<file path="src/rtl/core/scfir_pkg.sv">
// ---------------------------------------------------------------------------
// scfir_pkg: shared types and constants of the symmetric complex FIR.
// Holds the fixed field widths, the request codes, the sequencer states
// and the control word that steers the multiply-accumulate datapath.
// ---------------------------------------------------------------------------
`default_nettype none

package scfir_pkg;

  // Fixed field widths of the item formats.
  localparam int COEF_W = 16;
  localparam int SUM_W  = 40;
  localparam int POS_W  = 16;
  localparam int TIDX_W = 5;
  localparam int TU_W   = 6;

  // Reset value of the taps-used register.
  localparam logic [TU_W-1:0] TU_RESET = 6'd32;

  // Request codes carried by req_type.
  localparam logic REQ_TAP    = 1'b0;
  localparam logic REQ_SAMPLE = 1'b1;

  // Sequencer states.
  typedef enum logic [2:0] {
    ST_IDLE,
    ST_CHECK,
    ST_RUN,
    ST_WAIT,
    ST_EMIT,
    ST_DONE
  } state_t;

  // One multiply-accumulate step: valid, and first tap of a position.
  typedef struct packed {
    logic vld;
    logic first;
  } mac_ctl_t;

endpackage

`default_nettype wire

</file>
<file path="src/rtl/core/scfir_if.sv">
// ---------------------------------------------------------------------------
// scfir_if: valid/ready channels of the symmetric complex FIR.
// scfir_req_if carries tap writes and data samples into the block,
// scfir_res_if carries the window sums out of it.
// ---------------------------------------------------------------------------
`default_nettype none

interface scfir_req_if #(
  parameter int SAMPLE_BITS = 16
);
  logic                                valid;
  logic                                ready;
  logic                                req_type;
  logic [scfir_pkg::TIDX_W-1:0]        tap_index;
  logic signed [scfir_pkg::COEF_W-1:0] even_coef;
  logic signed [scfir_pkg::COEF_W-1:0] odd_coef;
  logic signed [SAMPLE_BITS-1:0]       sample;
  logic                                frame_end;

  modport source (
    output valid, req_type, tap_index, even_coef, odd_coef, sample, frame_end,
    input  ready
  );

  modport sink (
    input  valid, req_type, tap_index, even_coef, odd_coef, sample, frame_end,
    output ready
  );
endinterface

interface scfir_res_if;
  logic                               valid;
  logic                               ready;
  logic signed [scfir_pkg::SUM_W-1:0] real_sum;
  logic signed [scfir_pkg::SUM_W-1:0] imag_sum;
  logic [scfir_pkg::POS_W-1:0]        position;
  logic                               last_of_frame;

  modport source (
    output valid, real_sum, imag_sum, position, last_of_frame,
    input  ready
  );

  modport sink (
    input  valid, real_sum, imag_sum, position, last_of_frame,
    output ready
  );
endinterface

`default_nettype wire

</file>
<file path="src/rtl/core/symmetric_complex_fir.sv">
// ---------------------------------------------------------------------------
// symmetric_complex_fir: even/odd two-window FIR over a frame of samples.
// A tap write item is stored as it is taken. A result walks the T taps in use,
// one MAC step per tap (shared multiply-accumulate, two history read ports),
// then drains the MAC pipeline and loads the output register. A sample item
// gives at most one result; a frame-end sample gives up to T results and the
// next item is taken after the last one. Output stalls hold the sequencer in
// ST_EMIT. Reset (synchronous) empties the history, zeroes the sample
// count and sets taps_used to 32; tap words stay undefined until written.
// ---------------------------------------------------------------------------
`default_nettype none

module symmetric_complex_fir #(
  parameter int MAX_TAPS    = 32,
  parameter int SAMPLE_BITS = 16
) (
  input  wire logic                         clk,
  input  wire logic                         rst,
  input  wire logic                         cfg_wr_en,
  input  wire logic [scfir_pkg::TU_W-1:0]   cfg_wr_data,
  scfir_req_if.sink                         req,
  scfir_res_if.source                       rsp
);
  import scfir_pkg::*;

  localparam int HD     = 2 * MAX_TAPS - 1;
  localparam int HA_W   = $clog2(HD);
  localparam int FILL_W = $clog2(2 * MAX_TAPS);
  localparam int M_W    = $clog2(MAX_TAPS);
  localparam int T_W    = $clog2(MAX_TAPS + 1);

  state_t                  state;
  state_t                  state_next;
  logic [TU_W-1:0]         taps_used;
  logic [T_W-1:0]          t_eff;
  logic [M_W-1:0]          tm1;
  logic [M_W-1:0]          m;
  logic [M_W-1:0]          m_next;
  logic [M_W-1:0]          k;
  logic [M_W-1:0]          k_next;
  logic                    fend;
  logic [POS_W-1:0]        scount;
  logic                    accept;
  logic                    tap_wr;
  logic                    smp_wr;
  logic                    more;
  logic                    load;
  logic                    issue;
  logic                    fut_en;
  logic [HA_W-1:0]         past_idx;
  logic [HA_W-1:0]         fut_idx;
  logic [FILL_W-1:0]       fill;
  logic signed [SAMPLE_BITS-1:0] past;
  logic signed [SAMPLE_BITS-1:0] fut;
  logic signed [COEF_W-1:0] tap_even;
  logic signed [COEF_W-1:0] tap_odd;
  mac_ctl_t                mac_ctl;
  logic                    mac_busy;
  logic signed [SUM_W-1:0] mac_re;
  logic signed [SUM_W-1:0] mac_im;
  logic                    out_vld;
  logic signed [SUM_W-1:0] out_re;
  logic signed [SUM_W-1:0] out_im;
  logic [POS_W-1:0]        out_pos;
  logic                    out_last;

  // Input handshake: items are taken only while the sequencer is idle.
  assign req.ready = (state == ST_IDLE);
  assign accept    = req.valid && req.ready;
  assign tap_wr    = accept && (req.req_type == REQ_TAP);
  assign smp_wr    = accept && (req.req_type == REQ_SAMPLE);

  // Taps-used register.
  always_ff @(posedge clk) begin
    if (rst) begin
      taps_used <= TU_RESET;
    end else if (cfg_wr_en) begin
      taps_used <= cfg_wr_data;
    end
  end

  // Effective tap count: zero means one, values above the window clamp.
  always_comb begin
    if (taps_used == '0) begin
      t_eff = T_W'(1);
    end else if (32'(taps_used) > MAX_TAPS) begin
      t_eff = T_W'(MAX_TAPS);
    end else begin
      t_eff = T_W'(taps_used);
    end
  end

  // Read addresses of the symmetric pair for tap k around centre m.
  assign issue    = (state == ST_RUN);
  assign fut_en   = (k != '0) && (k <= m);
  assign past_idx = HA_W'(m) + HA_W'(k);
  assign fut_idx  = fut_en ? (HA_W'(m) - HA_W'(k)) : '0;
  assign mac_ctl  = '{vld: issue, first: (k == '0)};

  // A frame end walks the centre back to the newest sample.
  assign more = fend && (m != '0);
  assign load = (state == ST_EMIT) && (!out_vld || rsp.ready);

  // Sequencer: next state and loop counters.
  always_comb begin
    state_next = state;
    m_next     = m;
    k_next     = k;
    unique case (state)
      ST_IDLE: begin
        if (smp_wr) begin
          state_next = ST_CHECK;
          m_next     = M_W'(t_eff - 1'b1);
        end
      end
      ST_CHECK: begin
        if (FILL_W'(m) < fill) begin
          state_next = ST_RUN;
          k_next     = '0;
        end else if (more) begin
          m_next = m - 1'b1;
        end else begin
          state_next = ST_DONE;
        end
      end
      ST_RUN: begin
        if (k == tm1) begin
          state_next = ST_WAIT;
        end else begin
          k_next = k + 1'b1;
        end
      end
      ST_WAIT: begin
        if (!mac_busy) begin
          state_next = ST_EMIT;
        end
      end
      ST_EMIT: begin
        if (load) begin
          if (more) begin
            state_next = ST_CHECK;
            m_next     = m - 1'b1;
          end else begin
            state_next = ST_DONE;
          end
        end
      end
      ST_DONE: begin
        state_next = ST_IDLE;
      end
      default: begin
        state_next = ST_IDLE;
      end
    endcase
  end

  // Sequencer registers and the frame's sample counter.
  always_ff @(posedge clk) begin
    if (rst) begin
      state  <= ST_IDLE;
      m      <= '0;
      k      <= '0;
      tm1    <= '0;
      fend   <= 1'b0;
      scount <= '0;
    end else begin
      state <= state_next;
      m     <= m_next;
      k     <= k_next;
      if (smp_wr) begin
        tm1  <= M_W'(t_eff - 1'b1);
        fend <= req.frame_end;
      end
      if (state == ST_DONE) begin
        scount <= fend ? '0 : scount + 1'b1;
      end
    end
  end

  // Output register: holds one result until it is taken.
  always_ff @(posedge clk) begin
    if (rst) begin
      out_vld <= 1'b0;
    end else if (load) begin
      out_vld <= 1'b1;
    end else if (rsp.ready) begin
      out_vld <= 1'b0;
    end
  end

  always_ff @(posedge clk) begin
    if (load) begin
      out_re   <= mac_re;
      out_im   <= mac_im;
      out_pos  <= scount - POS_W'(m);
      out_last <= fend && (m == '0);
    end
  end

  assign rsp.valid         = out_vld;
  assign rsp.real_sum      = out_re;
  assign rsp.imag_sum      = out_im;
  assign rsp.position      = out_pos;
  assign rsp.last_of_frame = out_last;

  // Window coefficient memory.
  scfir_taps #(
    .MAX_TAPS (MAX_TAPS)
  ) u_taps (
    .clk     (clk),
    .wr_en   (tap_wr),
    .wr_idx  (req.tap_index),
    .wr_even (req.even_coef),
    .wr_odd  (req.odd_coef),
    .rd_en   (issue),
    .rd_idx  (k),
    .rd_even (tap_even),
    .rd_odd  (tap_odd)
  );

  // Sample history memory.
  scfir_hist #(
    .MAX_TAPS    (MAX_TAPS),
    .SAMPLE_BITS (SAMPLE_BITS)
  ) u_hist (
    .clk      (clk),
    .rst      (rst),
    .wr_en    (smp_wr),
    .wr_data  (req.sample),
    .clr      ((state == ST_DONE) && fend),
    .rd_en    (issue),
    .past_idx (past_idx),
    .fut_idx  (fut_idx),
    .fut_en   (fut_en),
    .fill     (fill),
    .past     (past),
    .fut      (fut)
  );

  // Shared multiply-accumulate.
  scfir_mac #(
    .MAX_TAPS    (MAX_TAPS),
    .SAMPLE_BITS (SAMPLE_BITS)
  ) u_mac (
    .clk      (clk),
    .rst      (rst),
    .ctl      (mac_ctl),
    .tap_even (tap_even),
    .tap_odd  (tap_odd),
    .past     (past),
    .fut      (fut),
    .busy     (mac_busy),
    .real_sum (mac_re),
    .imag_sum (mac_im)
  );

endmodule

`default_nettype wire

</file>
<file path="src/rtl/core/scfir_taps.sv">
// ---------------------------------------------------------------------------
// scfir_taps: window coefficient store.
// One memory holds the even and odd tap of each position side by side;
// one write port for tap items, one registered read port for the MAC walk.
// ---------------------------------------------------------------------------
`default_nettype none

module scfir_taps #(
  parameter int MAX_TAPS = 32
) (
  input  wire logic                                clk,
  input  wire logic                                wr_en,
  input  wire logic [scfir_pkg::TIDX_W-1:0]        wr_idx,
  input  wire logic signed [scfir_pkg::COEF_W-1:0] wr_even,
  input  wire logic signed [scfir_pkg::COEF_W-1:0] wr_odd,
  input  wire logic                                rd_en,
  input  wire logic [$clog2(MAX_TAPS)-1:0]         rd_idx,
  output logic signed [scfir_pkg::COEF_W-1:0]      rd_even,
  output logic signed [scfir_pkg::COEF_W-1:0]      rd_odd
);
  import scfir_pkg::*;

  localparam int TA_W = $clog2(MAX_TAPS);
  localparam int WI   = (TA_W > TIDX_W) ? TA_W : TIDX_W;

  logic [2*COEF_W-1:0] mem [MAX_TAPS];
  logic [2*COEF_W-1:0] rd_word;
  logic [WI-1:0]       idx_wide;
  logic                idx_ok;

  // Writes beyond the window size are dropped.
  assign idx_wide = WI'(wr_idx);
  assign idx_ok   = (32'(idx_wide) < MAX_TAPS);

  always_ff @(posedge clk) begin
    if (wr_en && idx_ok) begin
      mem[idx_wide[TA_W-1:0]] <= {wr_even, wr_odd};
    end
    if (rd_en) begin
      rd_word <= mem[rd_idx];
    end
  end

  assign rd_even = rd_word[2*COEF_W-1:COEF_W];
  assign rd_odd  = rd_word[COEF_W-1:0];

endmodule

`default_nettype wire

</file>
<file path="src/rtl/core/scfir_hist.sv">
// ---------------------------------------------------------------------------
// scfir_hist: sample history as a circular buffer.
// The newest sample sits at the head pointer; history entry j lies j
// places behind it. A fill count marks which entries hold frame data, so
// entries past it read as zero without any clearing pass.
// ---------------------------------------------------------------------------
`default_nettype none

module scfir_hist #(
  parameter int MAX_TAPS    = 32,
  parameter int SAMPLE_BITS = 16
) (
  input  wire logic                              clk,
  input  wire logic                              rst,
  input  wire logic                              wr_en,
  input  wire logic signed [SAMPLE_BITS-1:0]     wr_data,
  input  wire logic                              clr,
  input  wire logic                              rd_en,
  input  wire logic [$clog2(2*MAX_TAPS-1)-1:0]   past_idx,
  input  wire logic [$clog2(2*MAX_TAPS-1)-1:0]   fut_idx,
  input  wire logic                              fut_en,
  output logic [$clog2(2*MAX_TAPS)-1:0]          fill,
  output logic signed [SAMPLE_BITS-1:0]          past,
  output logic signed [SAMPLE_BITS-1:0]          fut
);
  import scfir_pkg::*;

  localparam int HD     = 2 * MAX_TAPS - 1;
  localparam int HA_W   = $clog2(HD);
  localparam int HA1    = HA_W + 1;
  localparam int FILL_W = $clog2(2 * MAX_TAPS);

  logic [SAMPLE_BITS-1:0] mem [HD];
  logic [HA_W-1:0]        head;
  logic [HA_W-1:0]        head_inc;
  logic [HA_W-1:0]        past_addr;
  logic [HA_W-1:0]        fut_addr;
  logic [HA1-1:0]         past_off;
  logic [HA1-1:0]         fut_off;
  logic [SAMPLE_BITS-1:0] past_raw;
  logic [SAMPLE_BITS-1:0] fut_raw;
  logic                   past_ok;
  logic                   fut_ok;

  // Next head position, wrapping at the buffer depth.
  assign head_inc = (head == HA_W'(HD - 1)) ? '0 : head + 1'b1;

  // Entry j sits at head - j, modulo the buffer depth.
  assign past_off = (head >= past_idx) ? {1'b0, head} - {1'b0, past_idx}
                                       : {1'b0, head} + HA1'(HD) - {1'b0, past_idx};
  assign fut_off  = (head >= fut_idx)  ? {1'b0, head} - {1'b0, fut_idx}
                                       : {1'b0, head} + HA1'(HD) - {1'b0, fut_idx};
  assign past_addr = past_off[HA_W-1:0];
  assign fut_addr  = fut_off[HA_W-1:0];

  // Head pointer and fill count.
  always_ff @(posedge clk) begin
    if (rst) begin
      head <= '0;
      fill <= '0;
    end else begin
      if (wr_en) begin
        head <= head_inc;
      end
      if (clr) begin
        fill <= '0;
      end else if (wr_en && (fill != FILL_W'(HD))) begin
        fill <= fill + 1'b1;
      end
    end
  end

  // Sample memory: one write port, two registered read ports.
  always_ff @(posedge clk) begin
    if (wr_en) begin
      mem[head_inc] <= wr_data;
    end
    if (rd_en) begin
      past_raw <= mem[past_addr];
      fut_raw  <= mem[fut_addr];
      past_ok  <= (FILL_W'(past_idx) < fill);
      fut_ok   <= fut_en && (FILL_W'(fut_idx) < fill);
    end
  end

  // Entries outside the held part of the frame read as zero.
  assign past = past_ok ? $signed(past_raw) : '0;
  assign fut  = fut_ok  ? $signed(fut_raw)  : '0;

endmodule

`default_nettype wire

</file>
<file path="src/rtl/core/scfir_mac.sv">
// ---------------------------------------------------------------------------
// scfir_mac: shared multiply-accumulate of both windows.
// Each step folds the two symmetric samples (sum for the even window,
// difference for the odd one), multiplies by the taps, and accumulates.
// Two pipeline stages follow the memory read; wider sums saturate to 40 bits.
// ---------------------------------------------------------------------------
`default_nettype none

module scfir_mac #(
  parameter int MAX_TAPS    = 32,
  parameter int SAMPLE_BITS = 16
) (
  input  wire logic                                clk,
  input  wire logic                                rst,
  input  wire scfir_pkg::mac_ctl_t                 ctl,
  input  wire logic signed [scfir_pkg::COEF_W-1:0] tap_even,
  input  wire logic signed [scfir_pkg::COEF_W-1:0] tap_odd,
  input  wire logic signed [SAMPLE_BITS-1:0]       past,
  input  wire logic signed [SAMPLE_BITS-1:0]       fut,
  output logic                                     busy,
  output logic signed [scfir_pkg::SUM_W-1:0]       real_sum,
  output logic signed [scfir_pkg::SUM_W-1:0]       imag_sum
);
  import scfir_pkg::*;

  localparam int FOLD_W = SAMPLE_BITS + 1;
  localparam int PROD_W = COEF_W + FOLD_W;
  localparam int ACC_W  = PROD_W + $clog2(MAX_TAPS) + 1;

  mac_ctl_t                  s1;
  logic                      s2_vld;
  logic                      s2_first;
  logic signed [FOLD_W-1:0]  fold_sum;
  logic signed [FOLD_W-1:0]  fold_dif;
  logic signed [PROD_W-1:0]  mul_re;
  logic signed [PROD_W-1:0]  mul_im;
  logic signed [PROD_W-1:0]  prod_re;
  logic signed [PROD_W-1:0]  prod_im;
  logic signed [ACC_W-1:0]   acc_re;
  logic signed [ACC_W-1:0]   acc_im;

  // Step control is registered alongside the memory read, then alongside the product.
  always_ff @(posedge clk) begin
    if (rst) begin
      s1     <= '0;
      s2_vld <= 1'b0;
    end else begin
      s1     <= ctl;
      s2_vld <= s1.vld;
    end
  end

  assign busy = s1.vld || s2_vld;

  // Fold the symmetric pair and multiply.
  assign fold_sum = FOLD_W'(past) + FOLD_W'(fut);
  assign fold_dif = FOLD_W'(past) - FOLD_W'(fut);
  assign mul_re   = PROD_W'(tap_even) * PROD_W'(fold_sum);
  assign mul_im   = PROD_W'(tap_odd) * PROD_W'(fold_dif);

  always_ff @(posedge clk) begin
    if (s1.vld) begin
      prod_re  <= mul_re;
      prod_im  <= mul_im;
      s2_first <= s1.first;
    end
  end

  // Accumulate; the first tap of a position restarts the sums.
  always_ff @(posedge clk) begin
    if (s2_vld) begin
      if (s2_first) begin
        acc_re <= ACC_W'(prod_re);
        acc_im <= ACC_W'(prod_im);
      end else begin
        acc_re <= acc_re + ACC_W'(prod_re);
        acc_im <= acc_im + ACC_W'(prod_im);
      end
    end
  end

  // Saturate to the result width where the accumulator is wider.
  generate
    if (ACC_W > SUM_W) begin : g_sat
      always_comb begin
        if ((acc_re[ACC_W-1:SUM_W-1] == '0) || (acc_re[ACC_W-1:SUM_W-1] == '1)) begin
          real_sum = acc_re[SUM_W-1:0];
        end else begin
          real_sum = acc_re[ACC_W-1] ? {1'b1, {(SUM_W-1){1'b0}}}
                                     : {1'b0, {(SUM_W-1){1'b1}}};
        end
        if ((acc_im[ACC_W-1:SUM_W-1] == '0) || (acc_im[ACC_W-1:SUM_W-1] == '1)) begin
          imag_sum = acc_im[SUM_W-1:0];
        end else begin
          imag_sum = acc_im[ACC_W-1] ? {1'b1, {(SUM_W-1){1'b0}}}
                                     : {1'b0, {(SUM_W-1){1'b1}}};
        end
      end
    end else begin : g_ext
      assign real_sum = SUM_W'(acc_re);
      assign imag_sum = SUM_W'(acc_im);
    end
  endgenerate

endmodule

`default_nettype wire
</file>
<file path="src/flat_wrapper.sv">
// flat-port wrapper written by rule: the top's interface ports become plain ports
module symmetric_complex_fir_flat import scfir_pkg::*;
#(
  parameter int MAX_TAPS    = 32,
  parameter int SAMPLE_BITS = 16
)
  (clk, rst, cfg_wr_en, cfg_wr_data, req_valid, req_req_type, req_tap_index, req_even_coef, req_odd_coef, req_sample, req_frame_end, req_ready, rsp_valid, rsp_real_sum, rsp_imag_sum, rsp_position, rsp_last_of_frame, rsp_ready);
  scfir_req_if #(.SAMPLE_BITS(SAMPLE_BITS)) req_i ();
  scfir_res_if rsp_i ();
  input  wire logic clk;
  input  wire logic rst;
  input  wire logic cfg_wr_en;
  input  wire logic [scfir_pkg::TU_W-1:0] cfg_wr_data;
  input wire logic [$bits(req_i.valid)-1:0] req_valid;
  input wire logic [$bits(req_i.req_type)-1:0] req_req_type;
  input wire logic [$bits(req_i.tap_index)-1:0] req_tap_index;
  input wire logic [$bits(req_i.even_coef)-1:0] req_even_coef;
  input wire logic [$bits(req_i.odd_coef)-1:0] req_odd_coef;
  input wire logic [$bits(req_i.sample)-1:0] req_sample;
  input wire logic [$bits(req_i.frame_end)-1:0] req_frame_end;
  output wire logic [$bits(req_i.ready)-1:0] req_ready;
  output wire logic [$bits(rsp_i.valid)-1:0] rsp_valid;
  output wire logic [$bits(rsp_i.real_sum)-1:0] rsp_real_sum;
  output wire logic [$bits(rsp_i.imag_sum)-1:0] rsp_imag_sum;
  output wire logic [$bits(rsp_i.position)-1:0] rsp_position;
  output wire logic [$bits(rsp_i.last_of_frame)-1:0] rsp_last_of_frame;
  input wire logic [$bits(rsp_i.ready)-1:0] rsp_ready;
  assign req_i.valid = req_valid;
  assign req_i.req_type = req_req_type;
  assign req_i.tap_index = req_tap_index;
  assign req_i.even_coef = req_even_coef;
  assign req_i.odd_coef = req_odd_coef;
  assign req_i.sample = req_sample;
  assign req_i.frame_end = req_frame_end;
  assign req_ready = req_i.ready;
  assign rsp_valid = rsp_i.valid;
  assign rsp_real_sum = rsp_i.real_sum;
  assign rsp_imag_sum = rsp_i.imag_sum;
  assign rsp_position = rsp_i.position;
  assign rsp_last_of_frame = rsp_i.last_of_frame;
  assign rsp_i.ready = rsp_ready;
  symmetric_complex_fir #(.MAX_TAPS(MAX_TAPS), .SAMPLE_BITS(SAMPLE_BITS)) u_core (.clk(clk), .rst(rst), .cfg_wr_en(cfg_wr_en), .cfg_wr_data(cfg_wr_data), .req(req_i), .rsp(rsp_i));
endmodule
</file>
<file path="config.mk">
export PLATFORM = sky130hd
export DESIGN_NAME = symmetric_complex_fir_flat
export DESIGN_NICKNAME = d
export VERILOG_FILES = /design/src/rtl/core/scfir_pkg.sv /design/src/rtl/core/scfir_if.sv /design/src/rtl/core/symmetric_complex_fir.sv /design/src/rtl/core/scfir_taps.sv /design/src/rtl/core/scfir_hist.sv /design/src/rtl/core/scfir_mac.sv /design/src/flat_wrapper.sv
export SDC_FILE = /design/constraint.sdc
export NUM_CORES = 2
export LEC_CHECK = 0
export CORE_MARGIN = 4
export CORE_UTILIZATION = 40
export CTS_BUF_LIST = sky130_fd_sc_hd__clkbuf_4 sky130_fd_sc_hd__clkbuf_8
export DETAILED_ROUTE_END_ITERATION = 6
export DONT_BUFFER_PORTS = 1
export GPL_TIMING_DRIVEN = 0
export PLACE_DENSITY = 0.54
export SLEW_MARGIN = 20
export SYNTH_ARGS = -nofsm -noshare
export SYNTH_HDL_FRONTEND = slang
export SYNTH_HIERARCHICAL = 1
export SYNTH_SLANG_ARGS = --single-unit
</file>
<file path="constraint.sdc">
create_clock -name clk -period 10.9 [get_ports clk]
set_input_delay 1.09 -clock clk [delete_from_list [all_inputs] [get_ports clk]]
set_output_delay 1.09 -clock clk [all_outputs]
set_load 0.005 [all_outputs]
</file>
==> impl_metrics.py <==
metrics = {
    "status": {
        "outcome": "complete, but fails checks",
        "failed_checks": "design-rule violations",
    },
    "logic_synthesis": {
        "ys_dominant_reg_cell": "sky130_fd_sc_hd__edfxtp_1",
        "synth_enable_flop_cells": 2340,
        "ys_types": 112,
        "synth-seq-cells": 2397,
        "asyncSetResetFlopFracSynth_pct": 0,
        "synth.avg_cell_area_sq_um": 12.3,
        "synthCells": 10769,
        "ys_seq_area_share_pct": 54.0,
        "synth_fp_nets": 11735,
        "synthesis.yosys.warnings": 6,
        "syn_area_sq_mm": 0.132,
    },
    "setup_path": {
        "timing.critical_path.to_type": "flip-flop",
        "worst_path_max_delay_cell": "sky130_fd_sc_hd__nand4_1",
        "cp-start-kind": "flip-flop",
        "crit_family": "buffers and inverters",
        "critPathBufInv": 8,
        "critPathKind": "reg -> reg",
        "crit-reg2reg-capture": "u_core/u_hist/fut_raw[0]$_DFFE_PP_",
        "regToRegSetupSlack_ns": 0.43,
        "worstReg2RegStart": "u_core/k[2]$_SDFFE_PP0P_",
        "critical_path_s_largest_stage_delay_ns": 1.05,
        "worst-path-max-fanout": 10,
        "crit_arrival_ns": 11.18,
        "reg2reg_depth": 22,
        "worst_setup_path_startpoint": "u_core/k[2]$_SDFFE_PP0P_",
        "path_cells": "inv_1 -> ha_1 -> clkbuf_1 -> a21o_1 -> a21oi_1 -> a21boi_1 -> o21bai_1 -> a211oi_1 -> inv_1 -> ha_1 -> a21oi_1 -> o221a_2 -> clkbuf_1 -> mux2i_1 -> buf_2 -> buf_2 -> buf_2 -> buf_1 -> a21oi_1 -> o21ai_0 -> nand4_1 -> o41ai_1",
        "crit_required_ns": 11.61,
    },
    "hold_path": {
        "hold_end": "u_core/u_hist/mem[39][15]$_DFFE_PP_",
        "min_delay_path_depth": 0,
        "worstHoldStart": "req_sample[15]",
        "hold_path.class": "in -> reg",
    },
    "placement": {
        "buffers_on_ports": 0,
        "globalplace.congestion": 1.06,
        "placed_area_sq_mm": 0.143,
        "detailedPlacementHpwl_um": 450000,
    },
    "route": {
        "wirelength_um": 628000,
        "route.detailed.vias_per_inst": 6.44,
        "ant_nets": 0,
        "detail_route.first_pass.iterations": 7,
        "wire_per_inst_um": 38.7,
        "drt_drc_violations_left": 6,
        "vias": 104524,
        "drt_first_iter_violations": 15906,
    },
    "clocking": {
        "clkSinkCount": 2397,
        "clk_pin_slew_ns": 0.06,
        "cts.htree.levels": 5,
        "cts_root_buf": "sky130_fd_sc_hd__clkbuf_8",
        "clk_latency_ns": 1.18,
        "max-clock-path-buffers": 4,
        "tritoncts": "built",
        "cts_inserted_buffers": 426,
    },
    "finish": {
        "utilization_pct": 46.4,
        "post_route_cells_drive_above_1_share_pct": 13.4,
        "areaGrowthSynthToFinish_pct": 15.2,
        "layout_common_cells": "2340 x sky130_fd_sc_hd__edfxtp_1, 933 x sky130_fd_sc_hd__nand2_1, 762 x sky130_fd_sc_hd__mux2i_1",
        "mostFrequentLayoutCell": "sky130_fd_sc_hd__edfxtp_1",
        "postLayoutCellArea_sq_mm": 0.152,
        "fin_nets": 12415,
    },
    "sta": {
        "drv_slew": 0,
        "max_slew_margin_pct": 8.11,
        "finalClockSkew_ns": 0.169,
        "layout_min_cycle_time_ns": 10.47,
        "finalSetupViolations": 0,
        "timing.fmax_mhz": 95.5,
        "unrepaired_setup_endpoints_after_global_routing": "false",
        "timing_worst_slew_pin_value_ns": 1.38,
        "finalCritPeriodShare_pct": 96.1,
        "hold_viol_final": 0,
    },
    "global_route": {
        "grt_overflow_total": 0,
        "grtUsageTotal_pct": 35.8,
        "antenna_violations_before_repair": 105,
        "first_global_vias": 98809,
        "grt_pass1_wl_um": 837000,
        "grt_max_degree": 64,
    },
    "flow_run": {
        "maxCapViolations": 0,
    },
    "floorplan": {
        "die-height_um": 583,
        "initial_utilization_pct": 40.3,
        "io_pins": 165,
        "core-area_sq_mm": 0.328,
        "num_rows": 210,
        "dieArea_sq_mm": 0.340,
        "fp.dieW_um": 583,
    },
}
[synthesized netlist by cell type (all sizes together), types with 158 or more instances]
cell type  instances  share of area [%]
a21oi            414                1.6
and2             226                1.1
buf              328                1.4
clkbuf           344               0.98
edfxtp          2340                 53
fa               563                8.5
ha               337                3.2
inv              737                2.1
mux2i            766                5.8
nand2            933                2.6
nand3            284                1.1
nor2             434                1.2
nor3             382                1.5
o21ai            244               0.93
o22ai            608                2.9
xnor2            158                1.1
[layout make-up]
| type | instances | area (sq um) |
|---|---|---|
| flip-flops and latches | 2397 | 71400 |
| inverters | 738 | 2770 |
| clock buffers | 564 | 6980 |
| well taps | 4346 | 5440 |
| fillers | 29496 | 176000 |
| repair buffers | 253 | 4550 |
| plain buffers | 671 | 3250 |
| multi-input cells | 6962 | 56100 |
| clock inverters | 207 | 1500 |
| diodes | 92 | 230 |
[worst max path at each step]
stage / end / slack (ns) / depth (start not counted)
finish: u_core/u_hist/fut_raw[0]$_DFFE_PP_ / 0.43 / 22
global route: u_core/u_mac/prod_im[32]$_DFFE_PP_ / 0.006 / 35
CTS: u_core/u_mac/prod_im[32]$_DFFE_PP_ / 0.04 / 32
detailed placement: u_core/u_mac/prod_im[32]$_DFFE_PP_ / -0.15 / 35
global placement: u_core/u_hist/fut_raw[11]$_DFFE_PP_ / -0.49 / 17
floorplan: u_core/u_mac/prod_re[32]$_DFFE_PP_ / 2.23 / 34
[registers in the layout, summed over array words and instances (netlist names), 6 cells and up]
| register | flops |
|---|---|
| u_core/u_hist/fill | 6 |
| u_core/rsp.position | 16 |
| u_core/u_mac/acc_re | 39 |
| u_core/rsp.imag_sum | 40 |
| u_core/taps_used | 6 |
| u_core/u_mac/prod_im | 33 |
| u_core/u_taps/rd_word | 32 |
| u_core/u_hist/mem | 1008 |
| u_core/u_hist/past_raw | 16 |
| u_core/u_hist/fut_raw | 16 |
| u_core/rsp.real_sum | 40 |
| u_core/u_mac/prod_re | 33 |
| u_core/u_mac/acc_im | 39 |
| u_core/scount | 16 |
| u_core/u_taps/mem | 1024 |
| u_core/u_hist/head | 6 |
[stage by stage]
stage	setup WS, ns	hold WS (ns)	cells	TNS, ns
CTS	0.0375	0.000275	16136	0
finish	0.428	0.0614	16230	0
detailed placement	-0.146	0.449	15298	-0.146
global route	0.00596	0.0291	16146	0
floorplan	2.23	0.386	10769	0
global placement	-0.488	0.450	15115	-1.77
[layer usage]
layer | vias up | global-route usage, % | part of all wire, %
met1 | 53015 | 47.5 | 40
met3 | 1998 | 13.8 | 13
met5 | - | 0.213 | 0.066
met4 | 50 | 20.3 | 6.8
li1 | 41678 | - | -
met2 | 7783 | 49.7 | 40
[kinds of logic (layout without fill, tap and decap cells)]
logic type                 count (synthesis)  in the layout  synth area share [%]
buffers and inverters                   1410           2433                  4.45
and+or+nand+nor                         2773           2773                  10.1
xor gates and xnor gates                 229            229                  1.53
AOI/OAI and AO/OA                       2181           2181                  10.9
muxes                                    879            879                  7.23
other                                      0             92                     0
adders and majority gates                900            900                  11.7
DFF                                     2397           2397                  54.0
[what timing repair did]
action | CTS | global route
buffers inserted | 0 | 2
hold buffers | 67 | 0
gates resized for setup | 1 | 23
hold endpoints to repair | 1148 | 0
pin swaps | 0 | 1
endpoints found under the setup margin | 1 | 5
Power is not shown: default switching activity piles up to over one toggle a cycle in this logic, so the estimate is an artifact.
